## config.mk

```make
export PLATFORM = sky130hd
export DESIGN_NAME = size_class_block_allocator
export DESIGN_NICKNAME = d
export VERILOG_FILES = /design/src/rtl/scba_pkg.sv /design/src/rtl/scba_ctrl.sv /design/src/rtl/scba_dp.sv /design/src/rtl/size_class_block_allocator.sv
export SDC_FILE = /design/constraint.sdc
export NUM_CORES = 2
export LEC_CHECK = 0
export BUFFER_PORTS_ARGS = -buffer_cell sky130_fd_sc_hd__buf_4
export CORE_UTILIZATION = 66
export DETAILED_ROUTE_END_ITERATION = 16
export GPL_ROUTABILITY_DRIVEN = 0
export GPL_TIMING_DRIVEN = 1
export PLACE_DENSITY = 0.84
export REMOVE_ABC_BUFFERS = 1
export SKIP_CTS_REPAIR_TIMING = 1
export SLEW_MARGIN = 0
export SYNTH_ARGS = -nofsm -noshare
export SYNTH_HDL_FRONTEND = slang
export SYNTH_HIERARCHICAL = 1
export SYNTH_SLANG_ARGS = --single-unit
```

## constraint.sdc

```tcl
create_clock -name clk_i -period 12.5 [get_ports clk_i]
set_clock_uncertainty 0.1 [all_clocks]
set_input_delay 2.5 -clock clk_i [delete_from_list [all_inputs] [get_ports clk_i]]
set_output_delay 2.5 -clock clk_i [all_outputs]
set_load 0.05 [all_outputs]
```

## src/rtl/scba_pkg.sv

```systemverilog
// package for the size-class block allocator: codes, field types, class geometry
// used by scba_ctrl, scba_dp and size_class_block_allocator
package scba_pkg;

  localparam int unsigned NumClasses = 4;
  localparam int unsigned SmallBlocks = 16;
  localparam int unsigned MediumBlocks = 16;
  localparam int unsigned LargeBlocks = 16;
  localparam int unsigned XlBlocks = 16;
  localparam int unsigned TotalBlocks = SmallBlocks + MediumBlocks + LargeBlocks + XlBlocks;
  localparam int unsigned BlkW = $clog2(TotalBlocks);
  localparam int unsigned LinkW = 9;

  typedef enum logic [1:0] {
    REQ_ALLOC  = 2'd0,
    REQ_FREE   = 2'd1,
    REQ_QUERY  = 2'd2,
    REQ_REINIT = 2'd3
  } req_e;

  typedef enum logic [1:0] {
    MODE_HYBRID  = 2'd0,
    MODE_STATIC  = 2'd1,
    MODE_DYNAMIC = 2'd2,
    MODE_OTHER   = 2'd3
  } mode_e;

  typedef enum logic [2:0] {
    ST_OK          = 3'd0,
    ST_NOT_ENABLED = 3'd1,
    ST_ZERO_SIZE   = 3'd2,
    ST_TOO_LARGE   = 3'd3,
    ST_CLASS_EMPTY = 3'd4,
    ST_DYNAMIC     = 3'd5,
    ST_BAD_HANDLE  = 3'd6,
    ST_DOUBLE_FREE = 3'd7
  } status_e;

  typedef enum logic [2:0] {
    REG_POOL_ENABLE  = 3'd0,
    REG_SMALL_LIMIT  = 3'd1,
    REG_MEDIUM_LIMIT = 3'd2,
    REG_LARGE_LIMIT  = 3'd3,
    REG_XL_LIMIT     = 3'd4
  } reg_e;

  typedef enum logic [2:0] {
    FSM_IDLE,
    FSM_EXEC,
    FSM_CLEAR,
    FSM_OUT
  } fsm_e;

  typedef struct packed {
    logic [1:0]  req_type;
    logic [15:0] req_size;
    logic [1:0]  alloc_mode;
    logic [1:0]  target_class;
    logic [3:0]  target_index;
  } req_t;

  typedef struct packed {
    logic [2:0]  status;
    logic [1:0]  granted_class;
    logic [3:0]  granted_index;
    logic [15:0] seq_number;
    logic [4:0]  used_blocks;
    logic [4:0]  peak_blocks;
    logic [31:0] alloc_count;
    logic [31:0] free_count;
    logic [31:0] fail_count;
    logic [6:0]  usage_percent;
  } rsp_t;

  // commands from controller to datapath
  typedef struct packed {
    logic capture;    // latch request, read link and busy entries
    logic exec;       // apply the request
    logic clr_start;  // start the list rebuild sweep
    logic clr_step;   // write one link entry
  } cmd_t;

  typedef struct packed {
    logic clr_done;   // last entry written
    logic is_reinit;  // captured request is a reinit with the pool enabled
    logic init_done;  // start-up sweep finished, tables usable
  } sts_t;

  function automatic logic [8:0] class_count(input logic [1:0] c);
    logic [8:0] r;
    unique case (c)
      2'd0: r = 9'(SmallBlocks);
      2'd1: r = 9'(MediumBlocks);
      2'd2: r = 9'(LargeBlocks);
      default: r = 9'(XlBlocks);
    endcase
    return r;
  endfunction

  function automatic logic [BlkW-1:0] class_base(input logic [1:0] c);
    logic [BlkW-1:0] r;
    unique case (c)
      2'd0: r = '0;
      2'd1: r = BlkW'(SmallBlocks);
      2'd2: r = BlkW'(SmallBlocks + MediumBlocks);
      default: r = BlkW'(SmallBlocks + MediumBlocks + LargeBlocks);
    endcase
    return r;
  endfunction

endpackage

```

## src/rtl/scba_ctrl.sv

```systemverilog
// controller state machine for the size-class block allocator
// depends on scba_pkg; drives commands into scba_dp
module scba_ctrl (
  input  logic            clk_i,
  input  logic            rst_ni,
  input  logic            s_tvalid_i,
  output logic            s_tready_o,
  output logic            m_tvalid_o,
  input  logic            m_tready_i,
  input  scba_pkg::sts_t  sts_i,
  output scba_pkg::cmd_t  cmd_o
);

  scba_pkg::fsm_e state_q, state_d;

  always_ff @(posedge clk_i or negedge rst_ni) begin
    if (!rst_ni) begin
      state_q <= scba_pkg::FSM_IDLE;
    end else begin
      state_q <= state_d;
    end
  end

  always_comb begin
    state_d    = state_q;
    cmd_o      = '0;
    s_tready_o = 1'b0;
    m_tvalid_o = 1'b0;
    unique case (state_q)
      scba_pkg::FSM_IDLE: begin
        // held off until the start-up sweep has filled the tables
        s_tready_o = sts_i.init_done;
        if (s_tvalid_i && sts_i.init_done) begin
          cmd_o.capture = 1'b1;
          state_d = scba_pkg::FSM_EXEC;
        end
      end
      scba_pkg::FSM_EXEC: begin
        cmd_o.exec = 1'b1;
        if (sts_i.is_reinit) begin
          cmd_o.clr_start = 1'b1;
          state_d = scba_pkg::FSM_CLEAR;
        end else begin
          state_d = scba_pkg::FSM_OUT;
        end
      end
      scba_pkg::FSM_CLEAR: begin
        cmd_o.clr_step = 1'b1;
        if (sts_i.clr_done) begin
          state_d = scba_pkg::FSM_OUT;
        end
      end
      scba_pkg::FSM_OUT: begin
        m_tvalid_o = 1'b1;
        s_tready_o = m_tready_i;
        if (m_tready_i) begin
          if (s_tvalid_i) begin
            cmd_o.capture = 1'b1;
            state_d = scba_pkg::FSM_EXEC;
          end else begin
            state_d = scba_pkg::FSM_IDLE;
          end
        end
      end
      default: state_d = scba_pkg::FSM_IDLE;
    endcase
  end

  a_out_after_exec: assert property (@(posedge clk_i) disable iff (!rst_ni)
    (state_q == scba_pkg::FSM_EXEC && !sts_i.is_reinit) |=> m_tvalid_o)
    else $error("result not presented after execute");
  a_no_accept_busy: assert property (@(posedge clk_i) disable iff (!rst_ni)
    (state_q == scba_pkg::FSM_CLEAR) |-> !s_tready_o)
    else $error("input accepted during rebuild");
  a_hold_result: assert property (@(posedge clk_i) disable iff (!rst_ni)
    (m_tvalid_o && !m_tready_i) |=> m_tvalid_o)
    else $error("result dropped while stalled");

endmodule

```

## src/rtl/scba_dp.sv

```systemverilog
// datapath: link and busy tables, per-class tallies and result register
// depends on scba_pkg; sequenced by scba_ctrl
module scba_dp (
  input  logic                   clk_i,
  input  logic                   rst_ni,
  input  scba_pkg::cmd_t         cmd_i,
  output scba_pkg::sts_t         sts_o,
  input  scba_pkg::req_t         req_i,
  input  logic                   pool_enable_i,
  input  logic [3:0][15:0]       limits_i,
  output scba_pkg::rsp_t         rsp_o
);

  localparam int unsigned N = scba_pkg::TotalBlocks;
  localparam int unsigned BW = scba_pkg::BlkW;

  logic [scba_pkg::LinkW-1:0] link_mem [N];
  logic               busy_mem [N];
  logic [3:0][8:0]    head_q;
  logic [3:0][4:0]    used_q, peak_q;
  logic [3:0][31:0]   alloc_q, rel_q, fail_q;
  logic [15:0]        seq_q;
  scba_pkg::req_t     req_q;
  logic               en_q;
  logic [1:0]         cls_q;
  logic               hit_q;
  logic [scba_pkg::LinkW-1:0] link_rd_q;
  logic               busy_rd_q;
  logic [BW:0]        clr_q;
  scba_pkg::rsp_t     rsp_q, rsp_d;

  // size class search at capture
  logic [1:0] sel_cls;
  logic       sel_hit;
  always_comb begin
    sel_cls = 2'd0;
    sel_hit = 1'b0;
    for (int c = 3; c >= 0; c--) begin
      if (req_i.req_size <= limits_i[c]) begin
        sel_cls = 2'(c);
        sel_hit = 1'b1;
      end
    end
  end

  logic [1:0]  cap_cls;
  logic [BW-1:0] cap_blk;
  logic [8:0]  cap_head;
  always_comb begin
    cap_cls  = (req_i.req_type == scba_pkg::REQ_ALLOC) ? sel_cls : req_i.target_class;
    cap_head = head_q[cap_cls];
    if (req_i.req_type == scba_pkg::REQ_ALLOC) begin
      cap_blk = scba_pkg::class_base(cap_cls) + BW'(cap_head);
    end else begin
      cap_blk = scba_pkg::class_base(cap_cls) + BW'(req_i.target_index);
    end
  end

  always_ff @(posedge clk_i) begin
    if (cmd_i.capture) begin
      req_q     <= req_i;
      cls_q     <= cap_cls;
      link_rd_q <= link_mem[cap_blk];
      busy_rd_q <= busy_mem[cap_blk];
      en_q      <= pool_enable_i;
      hit_q     <= sel_hit;
    end
  end

  // execution decode
  logic [8:0]    cnt;
  logic [BW-1:0] blk;
  logic          idx_ok, a_ok, f_ok, charge_fail;
  logic [2:0]    st;
  logic          no_class;
  always_comb begin
    cnt = scba_pkg::class_count(cls_q);
    idx_ok = {5'd0, req_q.target_index} < cnt;
    blk = (req_q.req_type == scba_pkg::REQ_ALLOC) ?
          scba_pkg::class_base(cls_q) + BW'(head_q[cls_q]) :
          scba_pkg::class_base(cls_q) + BW'(req_q.target_index);
    a_ok = 1'b0; f_ok = 1'b0; charge_fail = 1'b0; no_class = 1'b0;
    st = scba_pkg::ST_OK;
    if (!en_q) begin
      st = scba_pkg::ST_NOT_ENABLED; no_class = 1'b1;
    end else begin
      unique case (req_q.req_type)
        scba_pkg::REQ_ALLOC: begin
          if (req_q.req_size == 16'd0) begin
            st = scba_pkg::ST_ZERO_SIZE; no_class = 1'b1;
          end else if (!hit_q) begin
            st = scba_pkg::ST_TOO_LARGE; no_class = 1'b1;
          end else if (req_q.alloc_mode == scba_pkg::MODE_DYNAMIC) begin
            st = scba_pkg::ST_DYNAMIC; charge_fail = 1'b1;
          end else if (head_q[cls_q] >= cnt) begin
            st = scba_pkg::ST_CLASS_EMPTY; charge_fail = 1'b1;
          end else begin
            a_ok = 1'b1;
          end
        end
        scba_pkg::REQ_FREE: begin
          if (!idx_ok) begin
            st = scba_pkg::ST_BAD_HANDLE;
          end else if (!busy_rd_q) begin
            st = scba_pkg::ST_DOUBLE_FREE;
          end else begin
            f_ok = 1'b1;
          end
        end
        default: st = scba_pkg::ST_OK;
      endcase
    end
  end

  logic reinit;
  assign reinit = en_q && (req_q.req_type == scba_pkg::REQ_REINIT);
  assign sts_o.is_reinit = reinit;
  assign sts_o.clr_done  = (clr_q == (BW+1)'(N - 1));

  // next tallies for the addressed class
  logic [4:0] used_n, peak_n;
  logic [31:0] alloc_n, rel_n, fail_n;
  always_comb begin
    used_n  = used_q[cls_q];
    peak_n  = peak_q[cls_q];
    alloc_n = alloc_q[cls_q];
    rel_n   = rel_q[cls_q];
    fail_n  = fail_q[cls_q];
    if (a_ok) begin
      used_n  = used_n + 5'd1;
      alloc_n = alloc_n + 32'd1;
      if (used_n > peak_n) peak_n = used_n;
    end
    if (f_ok) begin
      if (used_n != 5'd0) used_n = used_n - 5'd1;
      rel_n = rel_n + 32'd1;
    end
    if (charge_fail) fail_n = fail_n + 32'd1;
    if (reinit) begin
      used_n = '0; peak_n = '0; alloc_n = '0; rel_n = '0; fail_n = '0;
    end
  end

  // usage percent: used*100/count, count is a class constant
  logic [11:0] pct_full;
  logic [6:0]  pct;
  always_comb begin
    pct_full = 12'(({7'd0, used_n} * 12'd100) / 12'(scba_pkg::SmallBlocks));
    unique case (cls_q)
      2'd0: pct_full = 12'(({7'd0, used_n} * 12'd100) / 12'(scba_pkg::SmallBlocks));
      2'd1: pct_full = 12'(({7'd0, used_n} * 12'd100) / 12'(scba_pkg::MediumBlocks));
      2'd2: pct_full = 12'(({7'd0, used_n} * 12'd100) / 12'(scba_pkg::LargeBlocks));
      default: pct_full = 12'(({7'd0, used_n} * 12'd100) / 12'(scba_pkg::XlBlocks));
    endcase
    pct = pct_full[6:0];
  end

  // link memory: one write per cycle, sweep rebuilds each class chain
  logic [BW-1:0] clr_addr;
  logic [scba_pkg::LinkW-1:0] clr_link;
  always_comb begin
    clr_addr = clr_q[BW-1:0];
    clr_link = scba_pkg::LinkW'(clr_q) + 9'd1;
    for (int c = 1; c < 4; c++) begin
      if (clr_addr >= scba_pkg::class_base(2'(c))) begin
        clr_link = scba_pkg::LinkW'(clr_addr - scba_pkg::class_base(2'(c))) + 9'd1;
      end
    end
  end

  logic init_q;
  assign sts_o.init_done = init_q;

  always_ff @(posedge clk_i) begin
    if (cmd_i.clr_step || !init_q) begin
      link_mem[clr_addr] <= clr_link;
    end else if (cmd_i.exec && f_ok) begin
      link_mem[blk] <= head_q[cls_q];
    end
  end

  // busy table: cleared by the same sweep, set on alloc, cleared on free
  always_ff @(posedge clk_i) begin
    if (cmd_i.clr_step || !init_q) begin
      busy_mem[clr_addr] <= 1'b0;
    end else if (cmd_i.exec && (a_ok || f_ok)) begin
      busy_mem[blk] <= a_ok;
    end
  end

  always_ff @(posedge clk_i or negedge rst_ni) begin
    if (!rst_ni) begin
      clr_q   <= '0;
      init_q  <= 1'b0;
      head_q  <= '0;
      used_q  <= '0;
      peak_q  <= '0;
      alloc_q <= '0;
      rel_q   <= '0;
      fail_q  <= '0;
      seq_q   <= '0;
    end else begin
      if (!init_q) begin
        if (clr_q == (BW+1)'(N - 1)) begin
          init_q <= 1'b1;
          clr_q  <= '0;
        end else begin
          clr_q <= clr_q + 1'b1;
        end
      end else if (cmd_i.clr_start) begin
        clr_q <= '0;
      end else if (cmd_i.clr_step) begin
        clr_q <= clr_q + 1'b1;
      end
      if (cmd_i.exec) begin
        if (reinit) begin
          head_q  <= '0;
          used_q  <= '0;
          peak_q  <= '0;
          alloc_q <= '0;
          rel_q   <= '0;
          fail_q  <= '0;
          seq_q   <= '0;
        end else begin
          used_q[cls_q]  <= used_n;
          peak_q[cls_q]  <= peak_n;
          alloc_q[cls_q] <= alloc_n;
          rel_q[cls_q]   <= rel_n;
          fail_q[cls_q]  <= fail_n;
          if (a_ok) begin
            head_q[cls_q] <= link_rd_q;
            seq_q         <= seq_q + 16'd1;
          end else if (f_ok) begin
            head_q[cls_q] <= {5'd0, req_q.target_index};
          end
        end
      end
    end
  end

  always_comb begin
    rsp_d = '0;
    rsp_d.status = st;
    if (!no_class) begin
      rsp_d.granted_class = cls_q;
      rsp_d.used_blocks   = used_n;
      rsp_d.peak_blocks   = peak_n;
      rsp_d.alloc_count   = alloc_n;
      rsp_d.free_count    = rel_n;
      rsp_d.fail_count    = fail_n;
      rsp_d.usage_percent = pct;
      if (a_ok) begin
        rsp_d.granted_index = head_q[cls_q][3:0];
        rsp_d.seq_number    = seq_q;
      end
      if (req_q.req_type == scba_pkg::REQ_FREE) begin
        rsp_d.granted_index = req_q.target_index;
      end
    end
  end

  always_ff @(posedge clk_i) begin
    if (cmd_i.exec) begin
      rsp_q <= rsp_d;
    end
  end
  assign rsp_o = rsp_q;

  a_single_op: assert property (@(posedge clk_i) disable iff (!rst_ni)
    !(a_ok && f_ok))
    else $error("alloc and free decoded together");
  a_seq_step: assert property (@(posedge clk_i) disable iff (!rst_ni)
    (cmd_i.exec && a_ok && init_q) |=> (seq_q == $past(seq_q) + 16'd1))
    else $error("sequence number not advanced");
  a_used_bound: assert property (@(posedge clk_i) disable iff (!rst_ni)
    (used_q[0] <= 5'd16) && (used_q[1] <= 5'd16))
    else $error("used count past class size");

endmodule

```

## src/rtl/size_class_block_allocator.sv

```systemverilog
// A transaction is captured at acceptance, executed in the next cycle and its
// result presented in the cycle after that; the next item is accepted in the
// cycle its result is taken, and a stalled result holds off the next input. A
// reinit with the pool enabled adds a sweep over the link and busy tables; after
// reset the same sweep runs first and input is held off until it ends.
// top level: config registers and channel wiring; depends on scba_pkg,
// scba_ctrl and scba_dp
module size_class_block_allocator (
  input  logic        clk_i,
  input  logic        rst_ni,
  input  logic        s_tvalid,
  output logic        s_tready,
  // req_type[1:0], req_size[17:2], alloc_mode[19:18], target_class[21:20],
  // target_index[25:22], zero fill to 32
  input  logic [31:0] s_tdata,
  output logic        m_tvalid,
  input  logic        m_tready,
  // status[2:0], granted_class[4:3], granted_index[8:5], seq_number[24:9],
  // used_blocks[29:25], peak_blocks[34:30], alloc_count[66:35],
  // free_count[98:67], fail_count[130:99], usage_percent[137:131], zero fill
  output logic [143:0] m_tdata,
  input  logic        cfg_valid_i,
  output logic        cfg_ready_o,
  input  logic [2:0]  cfg_index_i,
  input  logic [15:0] cfg_data_i
);

  logic             en_q;
  logic [3:0][15:0] lim_q;
  scba_pkg::cmd_t   cmd;
  scba_pkg::sts_t   sts;
  scba_pkg::req_t   req;
  scba_pkg::rsp_t   rsp;

  assign cfg_ready_o = 1'b1;

  always_ff @(posedge clk_i or negedge rst_ni) begin
    if (!rst_ni) begin
      en_q  <= 1'b0;
      lim_q <= {16'd4096, 16'd512, 16'd128, 16'd32};
    end else if (cfg_valid_i) begin
      unique case (cfg_index_i)
        scba_pkg::REG_POOL_ENABLE:  en_q     <= cfg_data_i[0];
        scba_pkg::REG_SMALL_LIMIT:  lim_q[0] <= cfg_data_i;
        scba_pkg::REG_MEDIUM_LIMIT: lim_q[1] <= cfg_data_i;
        scba_pkg::REG_LARGE_LIMIT:  lim_q[2] <= cfg_data_i;
        scba_pkg::REG_XL_LIMIT:     lim_q[3] <= cfg_data_i;
        default: ;
      endcase
    end
  end

  assign req.req_type     = s_tdata[1:0];
  assign req.req_size     = s_tdata[17:2];
  assign req.alloc_mode   = s_tdata[19:18];
  assign req.target_class = s_tdata[21:20];
  assign req.target_index = s_tdata[25:22];

  scba_ctrl u_ctrl (
    .clk_i, .rst_ni,
    .s_tvalid_i(s_tvalid), .s_tready_o(s_tready),
    .m_tvalid_o(m_tvalid), .m_tready_i(m_tready),
    .sts_i(sts), .cmd_o(cmd)
  );

  scba_dp u_dp (
    .clk_i, .rst_ni,
    .cmd_i(cmd), .sts_o(sts), .req_i(req),
    .pool_enable_i(en_q), .limits_i(lim_q), .rsp_o(rsp)
  );

  assign m_tdata = {6'd0, rsp.usage_percent, rsp.fail_count, rsp.free_count,
                    rsp.alloc_count, rsp.peak_blocks, rsp.used_blocks,
                    rsp.seq_number, rsp.granted_index, rsp.granted_class, rsp.status};

endmodule
```

==> impl_metrics.tcl <==
set metrics [dict create \
    cap_violations 0 \
    leakagePower_uw 0.0251 \
    start_util_pct 66.7 \
    rows 110 \
    synthesis.area_mm2 0.0602 \
    cp_top_family "simple AND/OR/NAND/NOR gates" \
    setup_viol 0 \
    ys_async_sr_fraction_pct 40.3 \
    dr.pass1.iters 6 \
    die-area_mm2 0.0924 \
    peakVddDrop_uv 178 \
    grt_usage_pct 33.5 \
    worstSetupPathType "in -> reg" \
    tns_ps 0 \
    yosysUniqueCellTypes 81 \
    worst-path-max-fanout 73 \
    tightest_slew_ps 1260 \
    clock_latency_ps 760 \
    clk_pin_slew_worst_paths_ps 60 \
    start_kind "input pin" \
    cts_buffers 137 \
    path_buf_inv 2 \
    routedWlPerCell_um 24.8 \
    overflow 0 \
    maxSlewViolCount 0 \
    end_kind "flop" \
    status "completed" \
    cts_sinks 1366 \
    cp.required_ps 13020 \
    cts_tree "done" \
    min-delay-path-class "reg -> reg" \
    ant_nets 0 \
    relSlewSlack_pct 15.5 \
    final-hold-violation-count 0 \
    slowest_stage "nand2_1" \
    synth_edf_count 815 \
    power.density_mw_per_mm2 143 \
    synth_seq_area_share_pct 63.6 \
    viasPerCell 6.67 \
    drtIter0Drc 5128 \
    fin_crit_ps 8550 \
    slowest_delay_ps 1090 \
    io_pins 203 \
    syn_inst 4826 \
    syn_area_per_cell_um2 12.5 \
    synth-seq-cells 1366 \
    fmax_mhz 117 \
    cts_buffer_depth 3 \
    place_inst 5950 \
    fp.dieH_um 304 \
    cts_root_buf "clkbuf_16" \
    drive_gt1_share_pct 14.2 \
    die_width_um 304 \
    coreArea_mm2 0.0901 \
    syn_to_final_growth_pct 10.9 \
    drc 0 \
    stdcell_count 6200 \
    hpwlAfterDp_um 89300 \
    nets 5074 \
    port_buffers 189 \
    num_vias 41400 \
    htreeDepth 4 \
    grt_max_degree 153 \
    synthFlopType "edfxtp_1" \
    grt_pass1_wl_um 238000 \
    routed_wl_um 154000 \
    path_cells "buf_4 > ha_1 > a21oi_1 > o21ai_0 > a221o_1 > o31a_1 > a311oi_2 > mux2_2 > nand3_1 > buf_4 > nand2_4 > nand2_1 > o22ai_1 > nor3_1 > o21ai_0 > or4b_1" \
    finalCritPeriodShare_pct 68.4 \
    grt_pass1_vias 42000 \
    yosys_warnings 6 \
    antenna_found_initial 5 \
    rsz0062_at_grt "false" \
    arrival_ps 9070 \
]
## layer usage
layer	global-route usage (%)	vias to the layer above	wire length [um]
li1	-	17900	-
met1	42.5	20400	54700
met2	54.2	2574	74600
met3	7.35	467	16600
met4	18.8	0	7920
met5	0	-	0
## final cells by class
type	instances	area, um^2
diodes	3	7.51
clock buffers	180	3780
clock inverters	67	587
fillers	5485	23400
inverters	108	409
multi-input cells	3058	20400
flip-flops and latches	1366	38300
well taps	1176	1470
repair buffers	242	1860
## path summary, 6_finish.rpt
check                         startpoint                 to  slack [ps]  cells after the start
min in group asynchronous         rst_ni   u_dp/alloc_q[53]        1740                      1
min                                 en_q          u_dp/en_q         350                      0
max in group asynchronous         rst_ni    u_dp/fail_q[26]        8050                      3
max                           s_tdata[9]  u_dp/link_rd_q[5]        3950                     16
min reg2reg                         en_q          u_dp/en_q         350                      0
max reg2reg                u_dp/cls_q[0]      u_dp/rsp_o[6]        5050                     21
## sequential cells by signal, summed over array words and instances (netlist names), 2 cells and up
register,flops
u_dp/rsp_o,137
u_dp/req_q,24
u_dp/link_rd_q,9
u_dp/busy_mem,64
u_ctrl/state_q,2
u_dp/used_q,20
u_dp/peak_q,20
u_dp/alloc_q,128
u_dp/cls_q,2
u_dp/rel_q,128
u_dp/fail_q,128
lim_q,64
u_dp/clr_q,7
u_dp/head_q,36
u_dp/seq_q,16
u_dp/link_mem,576
## cells by family (layout without fill, tap and decap cells)
group	after synthesis	after routing	synth area share, %
buffers and inverters	407	597	2.99
and+or+nand+nor	1628	1628	11.9
AOI/OAI and AO/OA	929	929	10.3
muxes	271	271	7.28
other	2	10	0.0125
adders and majority gates	105	105	2.20
DFF	1366	1366	63.6
xor gates and xnor gates	118	118	1.72
## through the flow
step | area (um^2) | util [%] | hold WS [ps] | power (uW) | setup slack, ps
2_1_floorplan | 58800 | - | 321 | 5330 | 1260
3_3_place_gp | 62400 | 69.2 | 327 | 5540 | 3640
3_5_place_dp | 62400 | 69.2 | 331 | 5570 | 3570
4_1_cts | 66800 | 74.1 | 350 | 9530 | 4320
5_1_grt | 66800 | 74.1 | 359 | 9760 | 3760
6_report | 66800 | 74.1 | 352 | 9510 | 3950
## cell usage after synthesis (21+ instances only)
cell,number,area (um^2)
a21oi_1,70,350
o21ai_0,367,1840
ha_1,104,1300
a22o_1,160,1400
buf_1,25,93.8
mux2_2,67,754
or3_1,39,244
mux4_2,114,2570
o31a_1,24,210
nor3_1,77,385
mux2i_1,54,541
a31oi_1,49,307
a211oi_1,42,315
nand4_1,32,200
nand2_1,807,3030
o22ai_1,21,131
and3_1,74,463
a311oi_1,21,184
nor2_1,350,1310
o2111ai_1,23,201
mux2_4,30,450
a32oi_1,21,184
clkbuf_1,184,691
buf_4,22,165
inv_1,107,402
nand3_1,123,616
xnor2_1,72,631
buf_2,54,270
xor2_1,46,403
and2_1,43,269
dfrtp_1,547,13700
edfxtp_1,815,24500
## where the power goes
| part | switching, uW | internal, uW | total [uW] |
|---|---|---|---|
| Combinational | 442 | 242 | 684 |
| Clock | 1700 | 2300 | 4010 |
| Sequential | 26.5 | 4800 | 4820 |
## worst reg2reg max path, delay by kind of cell, from the launching register on
| family | cells | cell delay, ps |
|---|---|---|
| compound gates | 3 | 1020 |
| xor+xnor | 2 | 390 |
| fa+ha+maj | 4 | 1270 |
| buf+inv | 5 | 1770 |
| flops | 1 | 660 |
| mux | 1 | 640 |
| simple gates | 6 | 1330 |
## placed cells by master (no fill, tap or decap), types with 21 or more instances in the layout
| master | netlist | routed |
|---|---|---|
| xnor2_1 | 72 | 72 |
| mux2_2 | 67 | 67 |
| nand3_1 | 123 | 120 |
| nand4_1 | 32 | 32 |
| mux4_2 | 114 | 114 |
| dfrtp_1 | 547 | 547 |
| inv_1 | 107 | 106 |
| clkbuf_16 | 0 | 141 |
| a31oi_1 | 49 | 45 |
| o31a_1 | 24 | 24 |
| or3_1 | 39 | 38 |
| and2_1 | 43 | 41 |
| clkinv_1 | 0 | 23 |
| mux2i_1 | 54 | 53 |
| o2111ai_1 | 23 | 23 |
| o22ai_1 | 21 | 21 |
| ha_1 | 104 | 103 |
| a22o_1 | 160 | 160 |
| and3_1 | 74 | 73 |
| xor2_1 | 46 | 46 |
| a32oi_1 | 21 | 21 |
| a211oi_1 | 42 | 42 |
| nand2_1 | 807 | 801 |
| clkbuf_1 | 184 | 28 |
| nor2_1 | 350 | 345 |
| nor3_1 | 77 | 75 |
| o21ai_0 | 367 | 367 |
| edfxtp_1 | 815 | 815 |
| mux2_4 | 30 | 30 |
| a21oi_1 | 70 | 66 |
| a311oi_1 | 21 | 21 |
| buf_4 | 22 | 238 |
Power figures use the tool's default switching activity.
